**src/rtl/rdt_pkg.sv**
```systemverilog
// Package for the RTC drift trim calculator: time constants, field widths and
// sequencer step counts shared by the core.
// No dependencies.
package rdt_pkg;

   localparam int DAY_SECONDS       = 86400;
   localparam int HALF_DAY_SECONDS  = 43200;
   localparam int MIN_ELAPSED       = 86400 - 600;

   localparam int TIME_BITS         = 32;
   localparam int TOD_BITS          = 17;   // holds 0..86399
   localparam int DIFF_BITS         = 16;   // magnitude of wrapped difference, <= 43200
   localparam int SCALE_BITS        = 20;   // correction is in pulses per 2^20
   localparam int DVD_BITS          = DIFF_BITS + SCALE_BITS;
   localparam int QUO_BITS          = 20;   // |quotient| <= 43200 * 2^20 / 85801 < 2^20
   localparam int W_BITS            = 21;   // signed trial calibration word
   localparam int CAL_BITS          = 7;
   localparam int PRESC_BITS        = 16;
   localparam int STEP_BITS         = 6;

   localparam int MOD_STEPS         = TIME_BITS;
   localparam int DIV_STEPS         = DVD_BITS;

   localparam logic [CAL_BITS-1:0]   CAL_DEFAULT       = 7'd63;
   localparam logic [CAL_BITS-1:0]   CAL_RECENTER      = 7'd64;
   localparam logic [PRESC_BITS-1:0] PRESCALER_DEFAULT = 16'h8000 - 16'd2;
   localparam logic [PRESC_BITS-1:0] PRESCALER_BIAS    = 16'd2;

   localparam logic [0:0] MODE_SET = 1'b0;

   typedef logic [TIME_BITS-1:0] time_type;

endpackage

```
**src/rtl/rtc_drift_trim_calculator_core.sv**
```systemverilog
// RTC drift trim calculator: sets the seconds counter and trims the clock rate.
// Sequence: the bit-serial mod-86400 units, the time-of-day difference, the
// bit-serial divider, the trial word, then the rsp register; req is stalled
// while a word is at work, so a new word is taken only once the last is done.
// Reset (synchronous): calibration 63, prescaler 32766, no trim time stored.
// Depends on rdt_pkg.
module rtc_drift_trim_calculator_core
   import rdt_pkg::*;
#(
   parameter int COUNT_BITS = 32
) (
   input  logic        clock,
   input  logic        reset,

   input  logic        req_valid,
   output logic        req_stall,
   input  logic        req_mode,
   input  logic [31:0] req_new_time,
   input  logic [31:0] req_counter_now,

   output logic        rsp_valid,
   input  logic        rsp_stall,
   output logic [31:0] rsp_counter_load,
   output logic [6:0]  rsp_cal_out,
   output logic [15:0] rsp_prescaler_out,
   output logic        rsp_trimmed
);

   // Only the low COUNT_BITS bits of the time inputs take part.
   localparam time_type CNT_MASK = 32'hFFFF_FFFF >> (TIME_BITS - COUNT_BITS);

   // Sequencer states.
   localparam logic [2:0] ST_IDLE = 3'd0;  // wait for a req word
   localparam logic [2:0] ST_MOD  = 3'd1;  // both times mod 86400, one bit a cycle
   localparam logic [2:0] ST_DIFF = 3'd2;  // wrap the time-of-day difference to +-12 h
   localparam logic [2:0] ST_DIV  = 3'd3;  // |d| * 2^20 / elapsed, one bit a cycle
   localparam logic [2:0] ST_ADJ  = 3'd4;  // trial calibration word
   localparam logic [2:0] ST_FIN  = 3'd5;  // commit state and load the rsp register

   localparam logic [TOD_BITS:0] DAY_WIDE = (TOD_BITS + 1)'(DAY_SECONDS);
   localparam logic signed [TOD_BITS:0] HALF_DAY_POS = (TOD_BITS + 1)'(HALF_DAY_SECONDS);
   localparam logic signed [TOD_BITS:0] HALF_DAY_NEG = -HALF_DAY_POS;
   localparam logic signed [TOD_BITS:0] DAY_SIGNED   = (TOD_BITS + 1)'(DAY_SECONDS);
   localparam time_type MIN_ELAPSED_T = TIME_BITS'(MIN_ELAPSED);

   // ---------------------------------------------------------------------------
   // Registers
   // ---------------------------------------------------------------------------
   logic [2:0]           state_ff, state_in;
   logic [STEP_BITS-1:0] step_ff, step_in;
   logic                 mode_ff, mode_in;
   logic                 trim_ok_ff, trim_ok_in;
   time_type             new_ff, new_in;        // rotates back to its value after MOD
   time_type             now_ff, now_in;        // shifts out MSB first
   time_type             elapsed_ff, elapsed_in;
   logic [TOD_BITS-1:0]  tod_new_ff, tod_new_in;
   logic [TOD_BITS-1:0]  tod_now_ff, tod_now_in;
   logic [DVD_BITS-1:0]  dvd_ff, dvd_in;
   time_type             rem_ff, rem_in;
   logic [QUO_BITS-1:0]  quo_ff, quo_in;
   logic                 neg_ff, neg_in;
   logic [W_BITS-1:0]    w_ff, w_in;

   logic [CAL_BITS-1:0]   cal_ff, cal_in;
   logic [PRESC_BITS-1:0] presc_ff, presc_in;
   time_type              last_ff, last_in;

   logic                  rsp_valid_ff, rsp_valid_in;
   time_type              rsp_load_ff, rsp_load_in;
   logic [CAL_BITS-1:0]   rsp_cal_ff, rsp_cal_in;
   logic [PRESC_BITS-1:0] rsp_presc_ff, rsp_presc_in;
   logic                  rsp_trim_ff, rsp_trim_in;

   // ---------------------------------------------------------------------------
   // Datapath helpers
   // ---------------------------------------------------------------------------
   logic                    req_fire;
   logic                    rsp_free;
   time_type                new_masked;
   time_type                now_masked;
   time_type                elapsed_raw;
   logic [TOD_BITS:0]       tod_new_wide;
   logic [TOD_BITS:0]       tod_now_wide;
   logic signed [TOD_BITS:0] diff;
   logic signed [TOD_BITS:0] diff_wrap;
   logic [TOD_BITS:0]       diff_mag;
   logic [TIME_BITS:0]      div_wide;
   logic [TIME_BITS:0]      div_sub;
   logic                    div_ge;
   logic                    w_in_range;
   logic [W_BITS-1:0]       w_neg;
   logic [W_BITS-2:0]       w_mag;
   logic [W_BITS-7:0]       w_steps;
   logic [4:0]              w_rest;
   logic [PRESC_BITS-1:0]   presc_adj;
   logic [CAL_BITS-1:0]     cal_adj;

   assign req_fire   = req_valid && !req_stall;
   assign rsp_free   = !rsp_valid_ff || !rsp_stall;
   assign new_masked = req_new_time & CNT_MASK;
   assign now_masked = req_counter_now & CNT_MASK;
   assign elapsed_raw = (now_masked - last_ff) & CNT_MASK;

   // One restoring step of each mod-86400 unit: shift in the next bit, subtract once.
   always_comb begin
      tod_new_wide = {tod_new_ff, new_ff[TIME_BITS-1]};
      if (tod_new_wide >= DAY_WIDE) begin
         tod_new_wide = tod_new_wide - DAY_WIDE;
      end
      tod_now_wide = {tod_now_ff, now_ff[TIME_BITS-1]};
      if (tod_now_wide >= DAY_WIDE) begin
         tod_now_wide = tod_now_wide - DAY_WIDE;
      end
   end

   // Time-of-day difference, folded into -12 h .. +12 h.
   always_comb begin
      diff = $signed({1'b0, tod_new_ff}) - $signed({1'b0, tod_now_ff});
      diff_wrap = diff;
      if (diff > HALF_DAY_POS) begin
         diff_wrap = diff - DAY_SIGNED;
      end else if (diff < HALF_DAY_NEG) begin
         diff_wrap = diff + DAY_SIGNED;
      end
      diff_mag = diff_wrap[TOD_BITS] ? (TOD_BITS + 1)'(-diff_wrap) : diff_wrap;
   end

   // One restoring divider step; the remainder stays below the divisor.
   assign div_wide = {rem_ff, dvd_ff[DVD_BITS-1]};
   assign div_ge   = div_wide >= {1'b0, elapsed_ff};
   assign div_sub  = div_wide - {1'b0, elapsed_ff};

   // Carry whole steps of 32 into the prescaler when the word leaves 0..127.
   assign w_in_range = !w_ff[W_BITS-1] && (w_ff[W_BITS-2:CAL_BITS] == '0);
   assign w_neg      = ~w_ff + W_BITS'(1);
   assign w_mag      = w_ff[W_BITS-1] ? w_neg[W_BITS-2:0] : w_ff[W_BITS-2:0];
   assign w_steps    = w_mag[W_BITS-2:5];
   assign w_rest     = w_mag[4:0];

   always_comb begin
      if (w_ff[W_BITS-1]) begin
         presc_adj = presc_ff - PRESC_BITS'(w_steps) - PRESCALER_BIAS;
         cal_adj   = CAL_RECENTER - {2'b0, w_rest};
      end else begin
         presc_adj = presc_ff + PRESC_BITS'(w_steps) - PRESCALER_BIAS;
         cal_adj   = CAL_RECENTER + {2'b0, w_rest};
      end
   end

   // ---------------------------------------------------------------------------
   // Sequencer and next-state logic
   // ---------------------------------------------------------------------------
   always_comb begin
      state_in     = state_ff;
      step_in      = step_ff;
      mode_in      = mode_ff;
      trim_ok_in   = trim_ok_ff;
      new_in       = new_ff;
      now_in       = now_ff;
      elapsed_in   = elapsed_ff;
      tod_new_in   = tod_new_ff;
      tod_now_in   = tod_now_ff;
      dvd_in       = dvd_ff;
      rem_in       = rem_ff;
      quo_in       = quo_ff;
      neg_in       = neg_ff;
      w_in         = w_ff;
      cal_in       = cal_ff;
      presc_in     = presc_ff;
      last_in      = last_ff;
      rsp_load_in  = rsp_load_ff;
      rsp_cal_in   = rsp_cal_ff;
      rsp_presc_in = rsp_presc_ff;
      rsp_trim_in  = rsp_trim_ff;
      rsp_valid_in = rsp_valid_ff && rsp_stall;

      unique case (state_ff)
         ST_IDLE: begin
            if (req_fire) begin
               // Capture the word; decide now whether a trim is due, since it
               // depends only on the mode, the stored trim time and the live counter.
               mode_in    = req_mode;
               new_in     = new_masked;
               now_in     = now_masked;
               elapsed_in = elapsed_raw;
               trim_ok_in = (req_mode != MODE_SET) && (last_ff != '0)
                            && !elapsed_raw[COUNT_BITS-1]
                            && (elapsed_raw > MIN_ELAPSED_T);
               tod_new_in = '0;
               tod_now_in = '0;
               step_in    = '0;
               state_in   = ST_MOD;
            end
         end
         ST_MOD: begin
            tod_new_in = tod_new_wide[TOD_BITS-1:0];
            tod_now_in = tod_now_wide[TOD_BITS-1:0];
            new_in     = {new_ff[TIME_BITS-2:0], new_ff[TIME_BITS-1]};
            now_in     = {now_ff[TIME_BITS-2:0], 1'b0};
            step_in    = step_ff + STEP_BITS'(1);
            if (step_ff == STEP_BITS'(MOD_STEPS - 1)) begin
               state_in = ST_DIFF;
            end
         end
         ST_DIFF: begin
            neg_in   = diff_wrap[TOD_BITS];
            dvd_in   = {diff_mag[DIFF_BITS-1:0], {SCALE_BITS{1'b0}}};
            rem_in   = '0;
            quo_in   = '0;
            step_in  = '0;
            state_in = ST_DIV;
         end
         ST_DIV: begin
            rem_in  = div_ge ? div_sub[TIME_BITS-1:0] : div_wide[TIME_BITS-1:0];
            quo_in  = {quo_ff[QUO_BITS-2:0], div_ge};
            dvd_in  = {dvd_ff[DVD_BITS-2:0], 1'b0};
            step_in = step_ff + STEP_BITS'(1);
            if (step_ff == STEP_BITS'(DIV_STEPS - 1)) begin
               state_in = ST_ADJ;
            end
         end
         ST_ADJ: begin
            // quo is unsigned, neg_ff the sign of d: subtracting -quo adds it.
            if (neg_ff) begin
               w_in = W_BITS'(cal_ff) + W_BITS'(quo_ff);
            end else begin
               w_in = W_BITS'(cal_ff) - W_BITS'(quo_ff);
            end
            state_in = ST_FIN;
         end
         ST_FIN: begin
            // Hold here until the rsp register is free.
            if (rsp_free) begin
               if (mode_ff == MODE_SET) begin
                  cal_in   = CAL_DEFAULT;
                  presc_in = PRESCALER_DEFAULT;
               end else if (trim_ok_ff) begin
                  if (w_in_range) begin
                     cal_in = w_ff[CAL_BITS-1:0];
                  end else begin
                     cal_in   = cal_adj;
                     presc_in = presc_adj;
                  end
               end
               last_in      = new_ff;
               rsp_load_in  = new_ff;
               rsp_cal_in   = cal_in;
               rsp_presc_in = presc_in;
               rsp_trim_in  = trim_ok_ff && (mode_ff != MODE_SET);
               rsp_valid_in = 1'b1;
               state_in     = ST_IDLE;
            end
         end
         default: begin
            state_in = ST_IDLE;
         end
      endcase
   end

   always_ff @(posedge clock) begin
      if (reset) begin
         state_ff     <= ST_IDLE;
         cal_ff       <= CAL_DEFAULT;
         presc_ff     <= PRESCALER_DEFAULT;
         last_ff      <= '0;
         rsp_valid_ff <= 1'b0;
      end else begin
         state_ff     <= state_in;
         cal_ff       <= cal_in;
         presc_ff     <= presc_in;
         last_ff      <= last_in;
         rsp_valid_ff <= rsp_valid_in;
      end
   end

   // Working and payload registers need no reset.
   always_ff @(posedge clock) begin
      step_ff      <= step_in;
      mode_ff      <= mode_in;
      trim_ok_ff   <= trim_ok_in;
      new_ff       <= new_in;
      now_ff       <= now_in;
      elapsed_ff   <= elapsed_in;
      tod_new_ff   <= tod_new_in;
      tod_now_ff   <= tod_now_in;
      dvd_ff       <= dvd_in;
      rem_ff       <= rem_in;
      quo_ff       <= quo_in;
      neg_ff       <= neg_in;
      w_ff         <= w_in;
      rsp_load_ff  <= rsp_load_in;
      rsp_cal_ff   <= rsp_cal_in;
      rsp_presc_ff <= rsp_presc_in;
      rsp_trim_ff  <= rsp_trim_in;
   end

   // ---------------------------------------------------------------------------
   // Ports
   // ---------------------------------------------------------------------------
   assign req_stall         = (state_ff != ST_IDLE);
   assign rsp_valid         = rsp_valid_ff;
   assign rsp_counter_load  = rsp_load_ff;
   assign rsp_cal_out       = rsp_cal_ff;
   assign rsp_prescaler_out = rsp_presc_ff;
   assign rsp_trimmed       = rsp_trim_ff;

endmodule

```
**config.mk**
```make
export PLATFORM = sky130hd
export DESIGN_NAME = rtc_drift_trim_calculator_core
export DESIGN_NICKNAME = d
export VERILOG_FILES = /design/src/rtl/rdt_pkg.sv /design/src/rtl/rtc_drift_trim_calculator_core.sv
export SDC_FILE = /design/constraint.sdc
export NUM_CORES = 1
export LEC_CHECK = 0
export BUFFER_PORTS_ARGS = -buffer_cell sky130_fd_sc_hd__buf_4
export CAP_MARGIN = 20
export CORE_UTILIZATION = 25
export DETAILED_ROUTE_END_ITERATION = 12
export HOLD_SLACK_MARGIN = 0.02
export PLACE_DENSITY = 0.51
export SLEW_MARGIN = 20
export SYNTH_ARGS = -nofsm -noshare
export SYNTH_HDL_FRONTEND = slang
export SYNTH_SLANG_ARGS = --single-unit
```
**constraint.sdc**
```tcl
create_clock -name clock -period 19.9 [get_ports clock]
set_input_delay 1.99 -clock clock [delete_from_list [all_inputs] [get_ports clock]]
set_output_delay 1.99 -clock clock [all_outputs]
set_load 0.1 [all_outputs]
```
==> results of run 1 <==
## cell families (layout without fill, tap and decap cells)
logic type | count (synthesis) | in the layout | synth area share
AOI/OAI and AO/OA | 488 | 488 | 0.148
xor gates and xnor gates | 173 | 173 | 0.0718
adders and majority gates | 174 | 174 | 0.103
buffers and inverters | 287 | 420 | 0.0500
DFF | 343 | 343 | 0.448
muxes | 12 | 12 | 0.00572
and+or+nand+nor | 844 | 844 | 0.174
## cells in the final DEF (no fill, tap or decap), types with 29 or more instances in the layout
cell type / count
clkbuf_16: 39
nand3_1: 29
ha_1: 168
and3_1: 29
buf_4: 142
xnor2_1: 114
edfxtp_1: 284
inv_1: 204
a21o_1: 39
a21oi_1: 164
dfxtp_1: 59
o21ai_0: 84
xor2_1: 55
nor2_1: 181
o211ai_1: 29
nor3_1: 50
nand2_1: 400
## metrics by stage
stage                     instance area [um^2]  power, mW
after global placement                   23900       1.43
after detailed placement                 23900       1.43
after global routing                     25300       2.30
after floorplan                          21700       1.31
final                                    25300       2.18
after CTS                                25300       2.20
## metal layers
layer / wire length (um) / global-route usage
met5: 13 / 0
met4: 1010 / 0.0287
met3: 1840 / 0.0205
met2: 23800 / 0.193
met1: 24800 / 0.157
## flip-flops by register name, indices dropped and copies added, names as in the netlist
name / flops
presc_ff: 16
now_ff: 32
quo_ff: 20
neg_ff: 1
new_ff: 32
step_ff: 6
last_ff: 32
elapsed_ff: 32
mode_ff: 1
trim_ok_ff: 1
cal_ff: 7
w_ff: 21
rsp_cal_out: 7
dvd_ff: 16
tod_new_ff: 17
tod_now_ff: 17
state_ff: 3
rsp_counter_load: 32
rsp_trimmed: 1
rsp_prescaler_out: 16
rem_ff: 32
rsp_valid: 1
## power groups by stage
stage	sequential (mW)	combinational (mW)	clock (mW)
finish	0.860	0.552	0.763
global route	0.864	0.621	0.816
CTS	0.860	0.555	0.788
detailed placement	0.876	0.552	0
global placement	0.875	0.550	0
floorplan	0.870	0.440	0
## cells in the mapped netlist (5+ instances only)
| cell | instances | share of area |
|---|---|---|
| a31o_2 | 5 | 0.0020 |
| dfxtp_1 | 59 | 0.055 |
| o31ai_1 | 11 | 0.0038 |
| fa_1 | 6 | 0.0055 |
| o21ai_0 | 85 | 0.020 |
| o2111ai_1 | 8 | 0.0032 |
| a21boi_0 | 6 | 0.0021 |
| buf_1 | 10 | 0.0017 |
| xnor2_1 | 114 | 0.046 |
| edfxtp_1 | 284 | 0.39 |
| inv_1 | 204 | 0.035 |
| nor3_1 | 50 | 0.012 |
| o211ai_1 | 29 | 0.010 |
| clkbuf_1 | 65 | 0.011 |
| nand2b_1 | 15 | 0.0043 |
| or4_1 | 7 | 0.0024 |
| o2bb2ai_1 | 5 | 0.0020 |
| nand4_1 | 10 | 0.0029 |
| nor2_1 | 183 | 0.032 |
| a211o_1 | 6 | 0.0024 |
| or2_2 | 11 | 0.0032 |
| and2_1 | 19 | 0.0055 |
| o21bai_1 | 16 | 0.0055 |
| nand2_1 | 400 | 0.069 |
| nor2b_1 | 27 | 0.0078 |
| nor3b_1 | 5 | 0.0017 |
| or3_1 | 28 | 0.0081 |
| a211oi_1 | 9 | 0.0031 |
| a31oi_1 | 21 | 0.0061 |
| o21a_1 | 22 | 0.0076 |
| a21oi_1 | 164 | 0.038 |
| and3_1 | 29 | 0.0084 |
| o31a_1 | 6 | 0.0024 |
| mux2i_1 | 9 | 0.0042 |
| nand3_1 | 30 | 0.0069 |
| xor2_1 | 55 | 0.022 |
| a21o_1 | 39 | 0.014 |
| o211a_1 | 6 | 0.0028 |
| ha_1 | 168 | 0.097 |
| nor4_1 | 14 | 0.0040 |
| buf_2 | 5 | 0.0012 |
## worst max-delay path by stage
stage,start,to,slack [ns]
finish,req_counter_now[0],trim_ok_ff,14.14
global route,req_counter_now[0],trim_ok_ff,13.93
CTS,req_counter_now[0],trim_ok_ff,14.23
detailed placement,req_counter_now[0],trim_ok_ff,13.61
global placement,req_counter_now[0],trim_ok_ff,13.69
floorplan,req_valid,new_ff[0],10.32
## cell type report
cell class	instances	area, um^2	share of cell area
multi-input cells	1691	11000	0.433
flip-flops and latches	343	9710	0.384
well taps	1144	1430	0.0566
repair buffers	142	1070	0.0422
clock buffers	46	1030	0.0408
inverters	207	779	0.0308
clock inverters	25	302	0.0119
==> impl_metrics.py, run 1 <==
metrics = {
    "status": {
        "status": "finished, final reports clean",
    },
    "flow_run": {
        "cap_violations": 0,
    },
    "worst_setup_path": {
        "cp.required_ns": 20.23,
        "rr_worst_depth": 22,
        "critPathKind": "primary input to register",
        "regToRegStartpoint": "w_ff[0]",
        "crit_slowest_cell": "a2111oi_0",
        "r2r-end": "presc_ff[15]",
        "path_buf_inv": 2,
        "crit_path_max_fanout": 4,
        "crit_family": "compound AO/OA/AOI/OAI gates",
        "cp.depth": 17,
        "cp-start-kind": "primary input",
        "end_kind": "register",
        "reg2reg_slack_ns": 14.63,
        "path_cells": "buf_4 -> inv_1 -> ha_1 -> fa_1 -> nor2b_1 -> o21a_1 -> o21a_1 -> o211ai_1 -> a31oi_1 -> o21a_1 -> nor2_1 -> xnor2_1 -> or3_1 -> a2111oi_0 -> nand4bb_1 -> or4_1 -> o31a_1",
        "max_stage_delay_ns": 0.80,
        "cp_data_arrival_time_ns": 6.10,
        "worst_path_most_repeated_cell": "o21a_1",
    },
    "floorplan": {
        "die_h_um": 296,
        "start_util": 0.253,
        "die-area_mm2": 0.0879,
        "rows": 107,
        "die_width_um": 296,
        "ioPinCount": 127,
        "core_mm2": 0.0855,
    },
    "cells_and_area": {
        "utilization": 0.295,
        "nets": 2667,
        "antenna_cells": 0,
        "drive_gt1_frac": 0.103,
        "nFillCells": 9042,
        "fin_cells": 3598,
        "syn2layout_area_growth_pct": 16.6,
    },
    "pwr": {
        "power_switching_mw": 0.667,
        "comb_power_share": 0.254,
        "p_sw_frac": 0.307,
        "cell_internal_pwr_mw": 1.51,
        "pwr-share-seq": 0.395,
        "power.density_mw_per_mm2": 86.1,
        "ir_worst_vdd_mv": 0.0512,
        "leakage_nw": 9.97,
        "clock_power_share": 0.351,
    },
    "placed_design": {
        "hpwl_um": 36800,
        "place_ws_ns": 13.61,
        "io_buffers": 126,
        "placedCellCount": 3527,
        "routabilityCongestion": 0.804,
    },
    "synthesis": {
        "yosys_warnings": 0,
        "ys_seq_elements": 343,
        "synthArstFlopShare": 0,
        "syn_inst": 2321,
        "synth.distinct_cells": 83,
        "synthFlopType": "edfxtp_1",
        "synth_edf_count": 284,
        "synth_nets": 2564,
        "synth_area_mm2": 0.0217,
        "syn_area_per_cell_um2": 9.34,
        "seq_area_frac_synth": 0.448,
    },
    "worst_hold_path": {
        "hold_start": "new_ff[31]",
        "min_path_type": "register to register",
        "hold_depth": 0,
        "holdPathEnd": "rsp_counter_load[31]",
    },
    "detailed_routing": {
        "viasPerCell": 4.49,
        "routed_wl_um": 51500,
        "drc": 0,
        "ant_nets": 0,
        "drt-pass1-iter-count": 5,
        "via_count": 16200,
        "drtIter0Drc": 847,
        "wire_per_inst_um": 14.3,
    },
    "global_routing": {
        "grt_max_degree": 89,
        "grt_pass1_vias": 15700,
        "antenna_found_initial": 1,
        "track_usage": 0.117,
        "grt-ovfl-total": 0,
        "grt_pass1_wl_um": 83300,
    },
    "clock_tree": {
        "postCtsHoldBufs": 0,
        "post_cts_buffers": 0,
        "ctsLongestPathBuffers": 3,
        "cts_inserted_buffers": 39,
        "numClockSinks": 343,
        "clkLatencyLatePin_ns": 0.59,
        "clk_pin_slew_ns": 0.06,
        "root_buffer": "clkbuf_16",
        "cts_tree": "yes",
        "htreeDepth": 2,
        "cts_resized": 0,
    },
    "sta": {
        "totalNegativeSetupSlack_ns": 0,
        "fin_crit_sh": 0.290,
        "clock_skew_ns": 0.0349,
        "relSlewSlack": 0.278,
        "tightest_slew_ns": 1.08,
        "setup_ws_ns": 14.14,
        "maxSlewViolCount": 0,
        "setup_viol_count_final": 0,
        "fmax_mhz": 173,
        "whs_ns": 0.470,
        "fin_crit_ns": 5.76,
        "hold_viol": 0,
        "rsz0062_at_grt": "false",
    },
}
Note: power is estimated with default switching activity, not from simulation.
==> run 2: changes to the inputs <==
--- a/config.mk
+++ b/config.mk
@@ -5,12 +5,13 @@
 export SDC_FILE = /design/constraint.sdc
 export NUM_CORES = 1
 export LEC_CHECK = 0
+export ABC_AREA = 1
 export BUFFER_PORTS_ARGS = -buffer_cell sky130_fd_sc_hd__buf_4
 export CAP_MARGIN = 20
 export CORE_UTILIZATION = 25
 export DETAILED_ROUTE_END_ITERATION = 12
 export HOLD_SLACK_MARGIN = 0.02
-export PLACE_DENSITY = 0.51
+export PLACE_DENSITY = 0.52
 export SLEW_MARGIN = 20
 export SYNTH_ARGS = -nofsm -noshare
 export SYNTH_HDL_FRONTEND = slang
==> constraint.sdc (replaced) <==
create_clock -name clock -period 5.05 [get_ports clock]
set_input_delay 0.505 -clock clock [delete_from_list [all_inputs] [get_ports clock]]
set_output_delay 0.505 -clock clock [all_outputs]
set_load 0.1 [all_outputs]
==> run 2 against run 1 <==
The flow now finishes with violations (DRC). Setup slack got worse by 13 ns. First-iteration DRC count rose by 8.1%. Utilization rose by 0.10 points. Critical endpoint is now rsp_prescaler_out[13].
==> impl_metrics.py, run 2 <==
metrics = {
    "sta": {
        "totalNegativeSetupSlack_ns": 0,
        "clock_skew_ns": 0.0596,
        "hold_viol": 0,
        "fin_crit_ns": 4.38,
        "maxSlewViolCount": 0,
        "setup_viol_count_final": 0,
        "fin_crit_sh": 0.867,
        "rsz0062_at_grt": "false",
        "fmax_mhz": 228,
        "tightest_slew_ns": 1.02,
        "relSlewSlack": 0.319,
    },
    "detailed_routing": {
        "viasPerCell": 4.42,
        "ant_nets": 0,
        "wire_per_inst_um": 14.0,
        "drt-pass1-iter-count": 9,
        "via_count": 18000,
        "drtIter0Drc": 916,
        "routed_wl_um": 56900,
        "drc": 2,
    },
    "clock_tree": {
        "clk_pin_slew_ns": 0.06,
        "postCtsHoldBufs": 0,
        "htreeDepth": 2,
        "root_buffer": "clkbuf_16",
        "clkLatencyLatePin_ns": 0.60,
        "ctsLongestPathBuffers": 3,
        "numClockSinks": 343,
        "cts_inserted_buffers": 44,
        "cts_tree": "yes",
    },
    "synthesis": {
        "synth.distinct_cells": 58,
        "yosys_warnings": 0,
        "ys_top_cells_by_area": "edfxtp_1 38%, nand2_1 11%, ha_1 9.4%, inv_1 6.5%, a21oi_1 5.4%",
        "syn_area_per_cell_um2": 8.19,
        "synth_xor_area_frac": 0.0542,
        "synthSimpleGateAreaFrac": 0.206,
        "post-synth-top-count-cell": "nand2_1",
        "synthMuxAreaShare": 0.000501,
        "synthArstFlopShare": 0,
        "ys_seq_elements": 343,
        "syn_inst": 2744,
        "synth_nets": 2987,
        "synthFlopType": "edfxtp_1",
        "yosysTopAreaCell": "edfxtp_1",
        "synth_compound_area_frac": 0.128,
        "synth_top_family_by_area": "simple AND/OR/NAND/NOR gates",
        "synth_area_mm2": 0.0225,
        "synth_common_cells": "639 x nand2_1, 389 x inv_1, 284 x edfxtp_1, 242 x a21oi_1, 201 x nor2_1",
        "synthAdderAreaFrac": 0.0989,
        "synth_edf_count": 284,
        "synth_top_area_frac": 0.380,
        "seq_area_frac_synth": 0.432,
    },
    "cells_and_area": {
        "drive_gt1_frac": 0.105,
        "final_cell_mix": "638 x nand2_1, 389 x inv_1, 284 x edfxtp_1, 241 x a21oi_1, 197 x nor2_1",
        "final_common_cell": "nand2_1",
        "multiInputGateArea_mm2": 0.0110,
        "syn2layout_area_growth_pct": 17.0,
        "nFillCells": 9585,
        "nets": 3111,
        "antenna_cells": 0,
        "regArea_mm2": 0.00971,
    },
    "worst_setup_path": {
        "worst_path_most_repeated_cell": "nand2_1",
        "critPathKind": "register to register",
        "cp-start-kind": "register",
        "rr_worst_depth": 25,
        "cp.depth": 25,
        "crit_family": "compound AO/OA/AOI/OAI gates",
        "cp.required_ns": 5.36,
        "cp_data_arrival_time_ns": 4.68,
        "path_buf_inv": 3,
        "max_stage_delay_ns": 0.41,
        "crit_slowest_cell": "edfxtp_1",
        "end_kind": "register",
        "crit_path_max_fanout": 4,
    },
    "floorplan": {
        "start_util": 0.253,
        "ioPinCount": 127,
        "die-area_mm2": 0.0911,
        "rows": 109,
        "core_mm2": 0.0886,
        "die_width_um": 302,
        "die_h_um": 302,
    },
    "status": {
        "violations": "DRC",
        "status": "finished with violations",
    },
    "placed_design": {
        "routabilityCongestion": 0.861,
        "hpwl_um": 42800,
        "io_buffers": 126,
    },
    "worst_hold_path": {
        "min_path_type": "primary input to register",
        "hold_depth": 3,
    },
    "global_routing": {
        "grt_pass1_vias": 17700,
        "grt_pass1_wl_um": 92500,
        "grt-ovfl-total": 0,
        "grt_max_degree": 99,
        "antenna_found_initial": 3,
        "track_usage": 0.125,
    },
    "flow_run": {
        "cap_violations": 0,
    },
}
==> run 2: kinds of logic after synthesis <==
kind of cell	count (synthesis)
buf+inv	473
compound gates	525
simple gates	1089
xor+xnor	139
flops	343
fa+ha+maj	174
mux	1
==> run 2: per-layer routing <==
layer | track usage | vias up | share of wire
met5 | 0 | - | 0.00023
met4 | 0.0388 | 2 | 0.025
met3 | 0.0210 | 77 | 0.039
met2 | 0.217 | 270 | 0.48
met1 | 0.157 | 8241 | 0.46
li1 | - | 9386 | -
==> run 2: worst min-delay path, cell delays in order <==
cell	delay, ns
buf_4	0.08
nand2_1	0.04
nand2_1	0.04
==> run 2: stage by stage <==
stage               hold slack [ns]  area [um^2]  cells  setup WS (ns)  utilization
floorplan                     0.426        22500   2744          0.384            -
global placement              0.433        24800   3987          0.588        0.280
detailed placement            0.444        24800   3987          0.552        0.280
CTS                           0.129        26300   4069          0.530        0.296
global route                  0.154        26300   4069         0.0892        0.296
finish                        0.171        26300   4069          0.672        0.296
==> run 2: path summary, 6_finish.rpt <==
| path | startpoint | to | slack [ns] |
|---|---|---|---|
| worst max-delay path | w_ff[0] | rsp_prescaler_out[13] | 0.67 |
| worst min-delay path | req_new_time[16] | new_ff[16] | 0.17 |
| worst max register to register | w_ff[0] | rsp_prescaler_out[13] | 0.67 |
| worst min register to register | new_ff[31] | rsp_counter_load[31] | 0.46 |
==> run 2: layout make-up <==
type / instances / share of cell area
clock buffer: 60 / 0.0469
timing repair buffer: 142 / 0.0410
multi-input combinational: 1928 / 0.420
inverter: 409 / 0.0586
clock inverter: 22 / 0.00881
sequential: 343 / 0.370
tap: 1165 / 0.0555
==> run 2: what timing repair did <==
item / CTS / global route
setup buffers: 0 / 0
gates resized for setup: 0 / 4
hold endpoints to repair: 0 / 0
setup endpoints to repair: 0 / 5
Power of run 2 is left out: the tool's default activity adds up to more than one toggle a clock period on the data nets, which glitch-free logic cannot reach.
